File: src/design/deq_pkg.sv
`timescale 1ns / 1ps
// ----------------------------------------------------------------------------
// deq_pkg
// Shared codes and types for the double-ended queue with search.
// ----------------------------------------------------------------------------
package deq_pkg;

	// payload widths fixed by the interface
	localparam int unsigned DATA_W = 32;
	localparam int unsigned FUNC_W = 3;
	localparam int unsigned STAT_W = 2;
	localparam int unsigned POS_W  = 6;

	// operation codes
	localparam logic [FUNC_W-1:0] FN_PUSH_HEAD = 3'd0;
	localparam logic [FUNC_W-1:0] FN_PUSH_TAIL = 3'd1;
	localparam logic [FUNC_W-1:0] FN_POP_HEAD  = 3'd2;
	localparam logic [FUNC_W-1:0] FN_POP_TAIL  = 3'd3;
	localparam logic [FUNC_W-1:0] FN_SEARCH    = 3'd4;
	localparam logic [FUNC_W-1:0] FN_DUMP      = 3'd5;

	// result status codes
	localparam logic [STAT_W-1:0] ST_OK    = 2'd0;
	localparam logic [STAT_W-1:0] ST_EMPTY = 2'd1;
	localparam logic [STAT_W-1:0] ST_FULL  = 2'd2;
	localparam logic [STAT_W-1:0] ST_MISS  = 2'd3;

	// sequencer states
	typedef enum logic [1:0] {
		S_IDLE,
		S_EXEC,
		S_WALK
	} state_t;

endpackage

File: src/design/deq_ram.sv
`timescale 1ns / 1ps
// ----------------------------------------------------------------------------
// deq_ram
// Generic single-port-write, single-port-read RAM with registered read data.
// ----------------------------------------------------------------------------
module deq_ram #(
	parameter int unsigned WIDTH = 32,
	parameter int unsigned DEPTH = 16
) (
	input  logic                     clk,
	input  logic                     we,
	input  logic [$clog2(DEPTH)-1:0] waddr,
	input  logic [WIDTH-1:0]         wdata,
	input  logic                     re,
	input  logic [$clog2(DEPTH)-1:0] raddr,
	output logic [WIDTH-1:0]         rdata
);

	logic [WIDTH-1:0] mem [DEPTH];

	// write port
	always_ff @(posedge clk) begin
		if (we) begin
			mem[waddr] <= wdata;
		end
	end

	// registered read, data holds while re is low
	always_ff @(posedge clk) begin
		if (re) begin
			rdata <= mem[raddr];
		end
	end

endmodule

File: src/design/double_ended_queue_with_search_core.sv
`timescale 1ns / 1ps
// ----------------------------------------------------------------------------
// double_ended_queue_with_search_core
// Bounded deque of signed 32-bit values held in a ring RAM, with push and pop
// at both ends, first-match search from the head and an in-order dump.
//
//   channel | signals                                   | dir
//   --------+-------------------------------------------+-----
//   req     | req_valid req_ready func operand          | in
//   rsp     | rsp_valid rsp_ready status element        | out
//           | position last now_empty                   |
//
// Push, pop, unused codes and any operation on an empty queue: accept,
// then execute into the output register. Search compares entries from
// the head to the first hit or the tail; dump gives one response per entry.
// One RAM read per cycle sets the walk rate while responses are taken.
// Reset clears head, count and the response valid flag; RAM contents are
// undefined and never read outside the count.
// A stalled response holds the sequencer; a new request is accepted while
// the last response of the previous one still waits.
// ----------------------------------------------------------------------------
module double_ended_queue_with_search_core #(
	parameter int unsigned DEPTH = 16
) (
	input  logic                             clk,
	input  logic                             arst_n,
	input  logic                             req_valid,
	output logic                             req_ready,
	input  logic [deq_pkg::FUNC_W-1:0]       func,
	input  logic signed [deq_pkg::DATA_W-1:0] operand,
	output logic                             rsp_valid,
	input  logic                             rsp_ready,
	output logic [deq_pkg::STAT_W-1:0]       status,
	output logic signed [deq_pkg::DATA_W-1:0] element,
	output logic [deq_pkg::POS_W-1:0]        position,
	output logic                             last,
	output logic                             now_empty
);

	localparam int unsigned AW = $clog2(DEPTH);
	localparam int unsigned CW = $clog2(DEPTH + 1);
	localparam int unsigned SW = AW + 1;

	deq_pkg::state_t state_q, state_d;

	logic [AW-1:0] head_q, head_d;
	logic [CW-1:0] count_q, count_d;
	logic [AW-1:0] ptr_q, ptr_d;
	logic [AW-1:0] idx_q, idx_d;
	logic [deq_pkg::FUNC_W-1:0] func_q;
	logic [deq_pkg::DATA_W-1:0] operand_q;

	logic                       out_valid_q;
	logic [deq_pkg::STAT_W-1:0] status_q, st_d;
	logic [deq_pkg::DATA_W-1:0] element_q, elem_d;
	logic [deq_pkg::POS_W-1:0]  position_q, pos_d;
	logic                       last_q, last_d;
	logic                       now_empty_q, empty_d;
	logic                       out_load;
	logic                       out_free;

	logic                       ram_we, ram_re;
	logic [AW-1:0]              ram_waddr, ram_raddr;
	logic [deq_pkg::DATA_W-1:0] ram_rdata;

	logic [AW-1:0] head_next, head_prev, ptr_next, tail_addr;
	logic [SW-1:0] tail_sum;
	logic          entry_last, entry_match, walk_op, is_empty;

	// ring pointer arithmetic
	assign head_next = (head_q == AW'(DEPTH - 1)) ? '0 : head_q + 1'b1;
	assign head_prev = (head_q == '0) ? AW'(DEPTH - 1) : head_q - 1'b1;
	assign ptr_next  = (ptr_q == AW'(DEPTH - 1)) ? '0 : ptr_q + 1'b1;
	assign tail_sum  = SW'(head_q) + SW'(count_q);
	assign tail_addr = (tail_sum >= SW'(DEPTH)) ? AW'(tail_sum - SW'(DEPTH))
		: AW'(tail_sum);

	assign is_empty    = (count_q == '0);
	assign walk_op     = (func_q == deq_pkg::FN_SEARCH) || (func_q == deq_pkg::FN_DUMP);
	assign entry_last  = ((SW'(idx_q) + 1'b1) == SW'(count_q));
	assign entry_match = (ram_rdata == operand_q);
	assign out_free    = !out_valid_q || rsp_ready;

	// entry store
	deq_ram #(
		.WIDTH (deq_pkg::DATA_W),
		.DEPTH (DEPTH)
	) u_store (
		.clk   (clk),
		.we    (ram_we),
		.waddr (ram_waddr),
		.wdata (operand_q),
		.re    (ram_re),
		.raddr (ram_raddr),
		.rdata (ram_rdata)
	);

	// state register
	always_ff @(posedge clk or negedge arst_n) begin
		if (!arst_n) begin
			state_q <= deq_pkg::S_IDLE;
		end else begin
			state_q <= state_d;
		end
	end

	// next state and datapath control
	always_comb begin
		state_d   = state_q;
		req_ready = 1'b0;
		out_load  = 1'b0;
		st_d      = deq_pkg::ST_OK;
		elem_d    = '0;
		pos_d     = '0;
		last_d    = 1'b1;
		head_d    = head_q;
		count_d   = count_q;
		ram_we    = 1'b0;
		ram_waddr = tail_addr;
		ram_re    = 1'b0;
		ram_raddr = head_q;
		ptr_d     = ptr_q;
		idx_d     = idx_q;
		unique case (state_q)
			deq_pkg::S_IDLE: begin
				req_ready = 1'b1;
				if (req_valid) begin
					state_d = deq_pkg::S_EXEC;
				end
			end
			deq_pkg::S_EXEC: begin
				priority if (walk_op && !is_empty) begin
					// start walk at the head entry
					ram_re    = 1'b1;
					ram_raddr = head_q;
					ptr_d     = head_next;
					idx_d     = '0;
					state_d   = deq_pkg::S_WALK;
				end else if (out_free) begin
					out_load = 1'b1;
					state_d  = deq_pkg::S_IDLE;
					unique case (func_q)
						deq_pkg::FN_PUSH_HEAD, deq_pkg::FN_PUSH_TAIL: begin
							if (count_q == CW'(DEPTH)) begin
								st_d = deq_pkg::ST_FULL;
							end else begin
								ram_we  = 1'b1;
								count_d = count_q + 1'b1;
								if (func_q == deq_pkg::FN_PUSH_HEAD) begin
									head_d    = head_prev;
									ram_waddr = head_prev;
								end
							end
						end
						deq_pkg::FN_POP_HEAD, deq_pkg::FN_POP_TAIL: begin
							if (is_empty) begin
								st_d = deq_pkg::ST_EMPTY;
							end else begin
								count_d = count_q - 1'b1;
								if (func_q == deq_pkg::FN_POP_HEAD) begin
									head_d = head_next;
								end
							end
						end
						deq_pkg::FN_SEARCH, deq_pkg::FN_DUMP: begin
							st_d = deq_pkg::ST_EMPTY;
						end
						default: begin
							st_d = deq_pkg::ST_OK;
						end
					endcase
				end else begin
					state_d = deq_pkg::S_EXEC;
				end
			end
			deq_pkg::S_WALK: begin
				if (func_q == deq_pkg::FN_SEARCH) begin
					// compare one entry per cycle, report on hit or at the tail
					if (entry_match || entry_last) begin
						if (out_free) begin
							out_load = 1'b1;
							st_d     = entry_match ? deq_pkg::ST_OK : deq_pkg::ST_MISS;
							elem_d   = entry_match ? ram_rdata : '0;
							pos_d    = entry_match ? deq_pkg::POS_W'(idx_q) : '0;
							state_d  = deq_pkg::S_IDLE;
						end
					end else begin
						ram_re    = 1'b1;
						ram_raddr = ptr_q;
						ptr_d     = ptr_next;
						idx_d     = idx_q + 1'b1;
					end
				end else if (out_free) begin
					// dump one entry per response
					out_load = 1'b1;
					elem_d   = ram_rdata;
					pos_d    = deq_pkg::POS_W'(idx_q);
					last_d   = entry_last;
					if (entry_last) begin
						state_d = deq_pkg::S_IDLE;
					end else begin
						ram_re    = 1'b1;
						ram_raddr = ptr_q;
						ptr_d     = ptr_next;
						idx_d     = idx_q + 1'b1;
					end
				end
			end
			default: begin
				state_d = deq_pkg::S_IDLE;
			end
		endcase
		empty_d = (count_d == '0);
	end

	// queue control registers
	always_ff @(posedge clk or negedge arst_n) begin
		if (!arst_n) begin
			head_q  <= '0;
			count_q <= '0;
		end else begin
			head_q  <= head_d;
			count_q <= count_d;
		end
	end

	// walk pointers and captured request
	always_ff @(posedge clk) begin
		ptr_q <= ptr_d;
		idx_q <= idx_d;
		if (req_valid && req_ready) begin
			func_q    <= func;
			operand_q <= operand;
		end
	end

	// response valid
	always_ff @(posedge clk or negedge arst_n) begin
		if (!arst_n) begin
			out_valid_q <= 1'b0;
		end else if (out_load) begin
			out_valid_q <= 1'b1;
		end else if (rsp_ready) begin
			out_valid_q <= 1'b0;
		end
	end

	// response payload
	always_ff @(posedge clk) begin
		if (out_load) begin
			status_q    <= st_d;
			element_q   <= elem_d;
			position_q  <= pos_d;
			last_q      <= last_d;
			now_empty_q <= empty_d;
		end
	end

	assign rsp_valid = out_valid_q;
	assign status    = status_q;
	assign element   = element_q;
	assign position  = position_q;
	assign last      = last_q;
	assign now_empty = now_empty_q;

	// count never passes capacity, head stays inside the ring
	a_count_bound: assert property (@(posedge clk) disable iff (!arst_n)
		(count_q <= CW'(DEPTH)))
		else $error("entry count beyond capacity");

	a_head_bound: assert property (@(posedge clk) disable iff (!arst_n)
		(head_q <= AW'(DEPTH - 1)))
		else $error("head outside ring");

	// a walk only runs over a non-empty queue and inside the count
	a_walk_inside: assert property (@(posedge clk) disable iff (!arst_n)
		(state_q == deq_pkg::S_WALK) |-> (!is_empty && (SW'(idx_q) < SW'(count_q))))
		else $error("walk index outside queue");

	// writes and reads never share a cycle, so no forwarding is needed
	a_no_rw_overlap: assert property (@(posedge clk) disable iff (!arst_n)
		ram_we |-> (!ram_re && state_q == deq_pkg::S_EXEC))
		else $error("store write outside execute or with a read");

	// a new response is only loaded when the output register frees up
	a_no_overwrite: assert property (@(posedge clk) disable iff (!arst_n)
		(rsp_valid && !rsp_ready) |-> !out_load)
		else $error("pending response overwritten");

endmodule

File: config.mk
export PLATFORM = sky130hd
export DESIGN_NAME = double_ended_queue_with_search_core
export DESIGN_NICKNAME = d
export VERILOG_FILES = /design/src/design/deq_pkg.sv /design/src/design/deq_ram.sv /design/src/design/double_ended_queue_with_search_core.sv
export SDC_FILE = /design/constraint.sdc
export NUM_CORES = 1
export LEC_CHECK = 0
export ABC_AREA = 0
export CAP_MARGIN = 20
export CORE_AREA = 2 2 279 281
export DETAILED_ROUTE_END_ITERATION = 16
export DIE_AREA = 0 0 281 283
export DONT_BUFFER_PORTS = 1
export GPL_ROUTABILITY_DRIVEN = 1
export GPL_TIMING_DRIVEN = 0
export RECOVER_POWER = 100
export SLEW_MARGIN = 15
export SYNTH_ARGS = -nofsm -noshare
export SYNTH_HDL_FRONTEND = slang
export SYNTH_SLANG_ARGS = --single-unit
export TNS_END_PERCENT = 20
File: constraint.sdc
create_clock -name clk -period 5.9 [get_ports clk]
set_clock_uncertainty 0.15 [all_clocks]
set_input_delay 0.885 -clock clk [delete_from_list [all_inputs] [get_ports clk]]
set_output_delay 0.885 -clock clk [all_outputs]
set_load 0.01 [all_outputs]
==> impl_results.md <==
- Status: finished, violations left
- Failing checks: capacitance limit, slew limit
- Max Cap Viol: 15
- DIE HEIGHT: 283 um
- Syn Inst Count: between 1k and 1.5k
- RSZ-0062 raised after global routing: true
- Antenna diodes: 0
- Hold Crit Class: in2reg
- Postcts setup bufs: 0
- Max Slew Vio Count: 314
- HP Start: operand[20]
- Clk_lat worst skew: about 0.62 ns
- Top-count cell post-synth: edfxtp_1
- Startpoint type of the worst setup path: register
- Worst Tran Pin Value: 3.28 ns
- Post-layout util: between 30% and 40%
- Final setup fails: 0
- Crit path DAT: ~5.8 ns
- Crit-path max FO: 17
- TNS Setup: 0 ns
- Drc violations: 0
- Sw power: 0.00470 W
- GRT overflow: 0
- Internal power: about 0.0094 W
- Nets: 1566
- Clock Power Share: ~28%
- GPL Wtd Cong: about 0.80
- Worst-case clock buffer depth: 3
- PD cells: just under 500 mW/mm^2
- Critical path class: reg2reg
- Comb power frac: around 28%
- Final-report hold violation count: 0
- Syn Std Cell Area: around 0.025 sq mm
- Number of global-route vias before repair: between 10k and 15k
- CTS tree: done
- Placement Rows: 102
- Initial Util: about 33%
- Post-route ant nets: 0
- Max VDD drop: ~0.00023 V
- Relative slew slack: -119%
- CP Capture Type: register
- Static leakage: 9.89 nW
- Worst setup path endpoint: u_store.rdata[22]
- Initial drt markers: between 1k and 1.5k
- CP required: 6.09 ns
- I/O pins: between 80 and 90
- Vias/cell: between 5 and 6
- Main synth FF type: edfxtp_1
- Synth cell types: between 40 and 50
- Final period util: 94.7%
- Die Area: between 0.07 and 0.08 sq mm
- Number of synthesized flops with an enable pin: 627
- Largest net degree at the start of global routing: between 40 and 50
- Worst r2r src: operand_q[0]
- Sequential power share: 44.5%
- Top post-synthesis cells by count: edfxtp_1, mux2i_1, o22ai_1
- Total Wirelength: between 60000 and 70000 um
- Critical path startpoint: operand_q[0]
- #FFs+latches synth: about 640
- FFs w/ async S/R, synth: 1.88%
- WL per Instance: between 20 and 25 um
- Max Clock Freq: approximately 180 MHz
- Clock sinks: about 640
- TritonCTS Buffers: 66
- Cell taking the most area after synthesis: edfxtp_1
- Reg clk slew, reported paths: about 0.06 ns
- Drt pass-1 iters: 5
- # fillers: a little over 7k
- Width of the die: between 200 and 300 um
- Top cell type's share of synthesized area: roughly 75%
- Avg Cell Area, Syn: about 18 sq um
- Yosys warning count: 0
- Total GRT Usage: roughly 16%
- Core area: about 0.077 sq mm
- Synth area leaders: edfxtp_1, mux2i_1, o22ai_1
- Net Sw Frac: 33.4%
- Via count: about 13k
- Fin crit period: approximately 5.6 ns
- First-pass GRT wire length: approximately 90000 um
- Area growth from synthesis to layout: 13.7%
- FF-to-FF path depth: 11
- Sequential share of the synthesized area: 76.6%
- Port Buffers: 0
- CTS H-tree lvls: 3
- Root buffer cell: clkbuf_16
- Fraction of layout cells with a size suffix above 1: between 8 and 9%
- Initial antenna violation count: 4
- Hpwl dp: a little over 40000 um
- R2r setup slk: 0.31 ns
- R2r endpoint: u_store.rdata[22]
per-stage QoR:
| stage | setup slack, ns | total power (W) | hold slack (ns) | area [sq um] | std cells |
|---|---|---|---|---|---|
| finish | 0.312 | 0.0141 | 0.210 | 28400 | 2604 |
| global route | 0.00912 | 0.0147 | 0.189 | 28400 | 2604 |
| CTS | 0.181 | 0.0143 | 0.179 | 28900 | 2604 |
| detailed placement | 0.200 | 0.0104 | 0.396 | 26900 | 2485 |
| global placement | -0.0688 | 0.0102 | 0.370 | 26300 | 2465 |
| floorplan | 1.98 | 0.00884 | 0.356 | 25000 | 1425 |
cell type report:
type                    instances  area, sq um  area share [%]
flip-flops and latches        639        19100            67.4
multi-input cells             702         5490            19.3
clock buffers                  81         1740            6.12
well taps                    1040         1300            4.58
plain buffers                  70          304            1.07
clock inverters                37          249           0.877
repair buffers                 21          135           0.476
inverters                      14         52.6           0.185
per-layer routing:
layer	vias to the layer above	track usage, %	routed length (um)	share of wire (%)
li1	5825	-	-	-
met1	6831	21.7	27300	44
met2	493	24.9	29600	47
met3	96	2.88	4190	6.7
met4	2	4.85	1450	2.3
met5	-	0	4	0.0064
state kept, by name, summed over array words and instances, names as in the netlist:
signal	flops
count_q	5
element	32
func_q	3
head_q	4
idx_q	4
last	1
now_empty	1
operand_q	32
position	4
ptr_q	4
rsp_valid	1
state_q	2
status	2
u_store.mem	512
u_store.rdata	32
timing repair:
| action | in CTS | in global routing |
|---|---|---|
| endpoints found under the hold margin | 12 | 0 |
| setup endpoints to repair | 0 | 10 |
| gates resized for setup | 0 | 3 |
| hold buffers | 1 | 0 |
layout by cell type, fill, tap and decap left out, types with 23 or more instances in the layout:
cell type and instances:
xor2_1 41, nand2_1 24, or4_1 34, nor2_1 39, and2_0 34, mux2i_1 261
clkbuf_1 57, buf_2 23, clkbuf_16 67, edfxtp_1 627, o22ai_1 129
cells by family after synthesis:
family	Yosys count	share of synthesized area (%)
flops	639	76.6
buf+inv	84	1.42
other cells	1	0.0150
compound gates	184	4.72
simple gates	189	4.20
mux	263	10.6
fa+ha+maj	13	0.682
xor+xnor	51	1.79
critical path: stages (launching register included):
cell and delay [ns]:
edfxtp_1 0.67, xor2_1 0.27, nor4_1 0.52, nand4_1 0.50, nor2_1 0.38, a211oi_4 0.17
mux2i_1 0.50, clkbuf_1 0.52, buf_1 0.77, mux2i_1 0.29, o22ai_1 0.10, or4_1 0.45
power groups by stage:
| stage | clock (W) | sequential, W | combinational, W |
|---|---|---|---|
| floorplan | 0 | 0.00617 | 0.00267 |
| global placement | 0 | 0.00633 | 0.00383 |
| detailed placement | 0 | 0.00633 | 0.00410 |
| CTS | 0.00397 | 0.00624 | 0.00413 |
| global route | 0.00415 | 0.00633 | 0.00422 |
| finish | 0.00388 | 0.00626 | 0.00392 |
how the worst min path moves through the flow:
stage / slack (ns) / depth (start not counted) / endpoint
floorplan: 0.36 / 1 / state_q[1]
global placement: 0.37 / 1 / state_q[1]
detailed placement: 0.40 / 1 / state_q[1]
CTS: 0.18 / 0 / operand_q[18]
global route: 0.19 / 0 / operand_q[15]
finish: 0.21 / 0 / operand_q[20]
No activity file was read; power rests on OpenSTA's default activity.
